===== src/rtl/lgi_pkg.sv =====
// ----------------------------------------------------------------------------
// lgi_pkg
// Shared types and constants of the Lagrange interpolator.
// ----------------------------------------------------------------------------
package lgi_pkg;

  localparam int unsigned MaxNodesDef = 8;
  localparam logic [3:0]  CountReset  = 4'd4;
  localparam int unsigned FracBits    = 16;

  localparam logic [1:0] STATUS_OK  = 2'd0;
  localparam logic [1:0] STATUS_DUP = 2'd1;
  localparam logic [1:0] STATUS_SAT = 2'd2;

  localparam logic CMD_LOAD = 1'b0;
  localparam logic CMD_EVAL = 1'b1;

  typedef struct packed {
    logic               cmd;
    logic [2:0]         node_index;
    logic signed [15:0] node_x;
    logic signed [15:0] node_y;
    logic signed [31:0] query_x;
  } lgi_in_t;

  typedef struct packed {
    logic signed [47:0] value;
    logic [1:0]         status;
  } lgi_res_t;

  typedef enum logic [2:0] {
    OP_NONE,
    OP_CLR_SUM,
    OP_INIT_TERM,
    OP_MUL_NUM,
    OP_MUL_DEN,
    OP_DIV_STEP,
    OP_ACC
  } lgi_op_e;

  typedef struct packed {
    lgi_op_e     op;
    logic        first;
    logic        neg;
    logic [31:0] factor;
  } lgi_ctl_t;

  typedef enum logic [3:0] {
    ST_IDLE,
    ST_RD_I,
    ST_INIT,
    ST_RD_J,
    ST_FAC,
    ST_MUL_NUM,
    ST_MUL_DEN,
    ST_DIV,
    ST_ACC,
    ST_DONE
  } lgi_state_e;

endpackage


===== src/rtl/lgi_node_mem.sv =====
// ----------------------------------------------------------------------------
// lgi_node_mem
// Node table: one write port, one read port with registered read data.
// ----------------------------------------------------------------------------
module lgi_node_mem #(
  parameter int unsigned MAX_NODES = lgi_pkg::MaxNodesDef,
  parameter int unsigned AW        = $clog2(MAX_NODES)
) (
  input  logic          clk_i,
  input  logic          we_i,
  input  logic [AW-1:0] waddr_i,
  input  logic [31:0]   wdata_i,
  input  logic [AW-1:0] raddr_i,
  output logic [31:0]   rdata_o
);

  logic [31:0] mem [MAX_NODES];

  always_ff @(posedge clk_i) begin
    if (we_i) begin
      mem[waddr_i] <= wdata_i;
    end
    rdata_o <= mem[raddr_i];
  end

endmodule


===== config.mk =====
export PLATFORM = sky130hd
export DESIGN_NAME = lgi_node_mem
export DESIGN_NICKNAME = d
export VERILOG_FILES = /design/src/rtl/lgi_pkg.sv /design/src/rtl/lgi_node_mem.sv
export SDC_FILE = /design/constraint.sdc
export NUM_CORES = 1
export LEC_CHECK = 0
export BUFFER_PORTS_ARGS = -buffer_cell sky130_fd_sc_hd__buf_4
export CAP_MARGIN = 0
export CORE_MARGIN = 1
export CORE_UTILIZATION = 59
export DETAILED_ROUTE_END_ITERATION = 7
export PLACE_DENSITY = 0.78
export SLEW_MARGIN = 5
export SYNTH_ARGS = -nofsm -noshare
export SYNTH_HDL_FRONTEND = slang
export SYNTH_SLANG_ARGS = --single-unit
export TNS_END_PERCENT = 30

===== constraint.sdc =====
create_clock -name clk_i -period 4.16 [get_ports clk_i]
set_input_delay 0.208 -clock clk_i [delete_from_list [all_inputs] [get_ports clk_i]]
set_output_delay 0.208 -clock clk_i [all_outputs]
set_load 0.05 [all_outputs]

==> impl_metrics.yaml <==
outcome:
  outcome: "complete, no violations"
detailed_routing:
  viasPerCell: 5.799
  ant_nets: 0
  drc: 0
  firstDrtPassIters: 4
  wl_per_cell_um: 23.67
  vias: 4535
  drt-initial-drc-count: 243
  totalWireLength_um: 18510
timing:
  fmax_mhz: 628.8
  setup_slack_ns: 2.570
  hold_viol_final: 0
  relSlewSlack_pct: 18.58
  setup_viol: 0
  drv_slew: 0
  rsz0062_at_grt: "no"
  tns_ns: 0
  tightest_slew_ns: 1.218
  fin_crit_sh_pct: 38.23
  skew_ns: 0.005799
  layout_min_cycle_time_ns: 1.590
critical_path:
  required_ns: 4.58
  end_kind: "register"
  crit_buf_inv: 2
  max_stage_delay_ns: 0.60
  cp_common_cell: "buf_4"
  slowest_stage: "mux4_1"
  critical-path-top-delay-family: "buffers and inverters"
  worstSetupPathType: "in2reg"
  worstPathMaxFanout: 37
  cp.arrival_ns: 2.01
  path_cells: "buf_4 > buf_4 > mux4_1 > mux2_2"
  start_kind: "primary input"
clock_tree:
  h-tree-depth: 1
  insertion_delay_ns: 0.53
  path_clk_slew_ns: 0.06
  cts.sink_count: 288
  cts_buffers: 27
  cts.path.max_buffers: 3
  root_buffer: "clkbuf_16"
  tritoncts: "yes"
  post_cts_resized: 0
placed_design:
  numPortBuffers: 71
  hpwl_um: 9763
  pre_cts_ws_ns: 1.994
  gp_congestion: 0.7204
global_route:
  grt_pass1_wl_um: 28120
  grt_usage_pct: 21.41
  antenna_found_initial: 0
  overflow: 0
  grt_max_degree: 65
  grt_pass1_vias: 4848
synth:
  synth_top_family_by_area: "multiplexers"
  synth_xor_area_share_pct: 0
  yosysWarnings: 0
  ys_ff_latch: 288
  synthMuxAreaShare_pct: 18.65
  yosys.area_share.simple_pct: 0.5619
  ys_seq_area_share_pct: 79.57
  yosys.cell_types.count: 13
  avgSynthCellArea_um2: 25.22
  synth-adder-area-share_pct: 0
  synth_area_um2: 10470
  synth_compound_area_share_pct: 0
  postSynthNetCount: 455
  synthCells: 415
worst_hold_path:
  hold_class: "in2reg"
pwr:
  power_mw: 6.017
  power.leakage_nw: 4.236
  powerDensity_nw_per_um2: 484.9
  max-vdd-ir-drop_uv: 416.6
die:
  core_um2: 17300
  pin_count: 72
  num_rows: 48
  initial_utilization_pct: 60.51
  die_h_um: 135.2
  die_w_um: 135.2
  dieArea_um2: 18280
finish:
  final_common_cell: "edfxtp_1"
  antenna_cells: 0
  area_growth_pct: 18.57
  layout_common_cells: "edfxtp_1 (256), buf_4 (79), mux4_1 (40)"
  register_area_um2: 8328
  fillerInstances: 996
  drive_above_1_share_pct: 32.32
  final_core_util_pct: 71.74
  nNetsFinal: 577
  multi_input_area_um2: 2066
flow_run:
  max_cap_violations: 0
==> worst register-to-register path, delay by kind of cell (launching register included) <==
family,cells,cell delay [ns]
mux,2,0.81
flops,1,0.40
==> area by class of cell <==
type	instances	share of cell area, %
Sequential cell	288	67.11
Clock buffer	42	6.302
Tap cell	225	2.269
Multi-Input combinational cell	109	16.65
Timing Repair Buffer	111	7.360
Clock inverter	7	0.3126
==> registers in the layout (all words and copies together) (netlist names) <==
name and cells:
mem 256, rdata_o 32
==> cells by family (layout without fill, tap and decap cells) <==
kind of cell	count (synthesis)	count (layout)
buffers and inverters	18	160
muxes	96	96
and+or+nand+nor	13	13
DFF	288	288
==> metrics by stage <==
step | cells | cell area (um^2) | hold WS (ns)
floorplan | 415 | 10470 | 0.3069
global placement | 701 | 11270 | 0.4328
detailed placement | 701 | 11270 | 0.4433
CTS | 782 | 12410 | 0.2890
global route | 782 | 12410 | 0.2942
finish | 782 | 12410 | 0.2785
==> cells in the mapped netlist, drive strengths merged <==
cell type	number	area, um^2
edfxtp	256	7687
mux4	64	1592
dfxtp	32	640.6
mux2	32	360.4
buf	17	123.9
nor2	6	22.52
nand2b	3	18.77
nand2	2	7.510
nor3	2	10.01
clkbuf	1	3.750
==> repair_timing <==
action	in CTS	in global routing
hold buffers	32	0
buffers inserted	0	0
endpoints found under the hold margin	256	0
==> final timing paths <==
| path | from | to | slack (ns) | cells past startpoint |
|---|---|---|---|---|
| min reg2reg | mem[7][23] | rdata_o[23] | 0.67 | 2 |
| min | raddr_i[1] | rdata_o[25] | 0.28 | 2 |
| max | raddr_i[0] | rdata_o[14] | 2.57 | 4 |
| max reg2reg | mem[4][29] | rdata_o[29] | 2.84 | 2 |
==> metal layers <==
metal / track usage [%] / vias to the layer above / routed length, um
met5: 0 / - / 0
li1: - / 2027 / -
met2: 36.64 / 140 / 9492
met1: 29.40 / 2344 / 7765
met4: 5.618 / 0 / 251
met3: 3.030 / 24 / 1001
==> power breakdown <==
group | internal (mW) | leakage [nW] | switching (mW) | total [mW]
combinational | 0.192 | 1.24 | 0.267 | 0.459
clock | 1.29 | 0.400 | 0.969 | 2.26
sequential | 3.27 | 2.60 | 0.0335 | 3.30
total | 4.75 | 4.24 | 1.27 | 6.02
(Power assumes the default switching activity.)
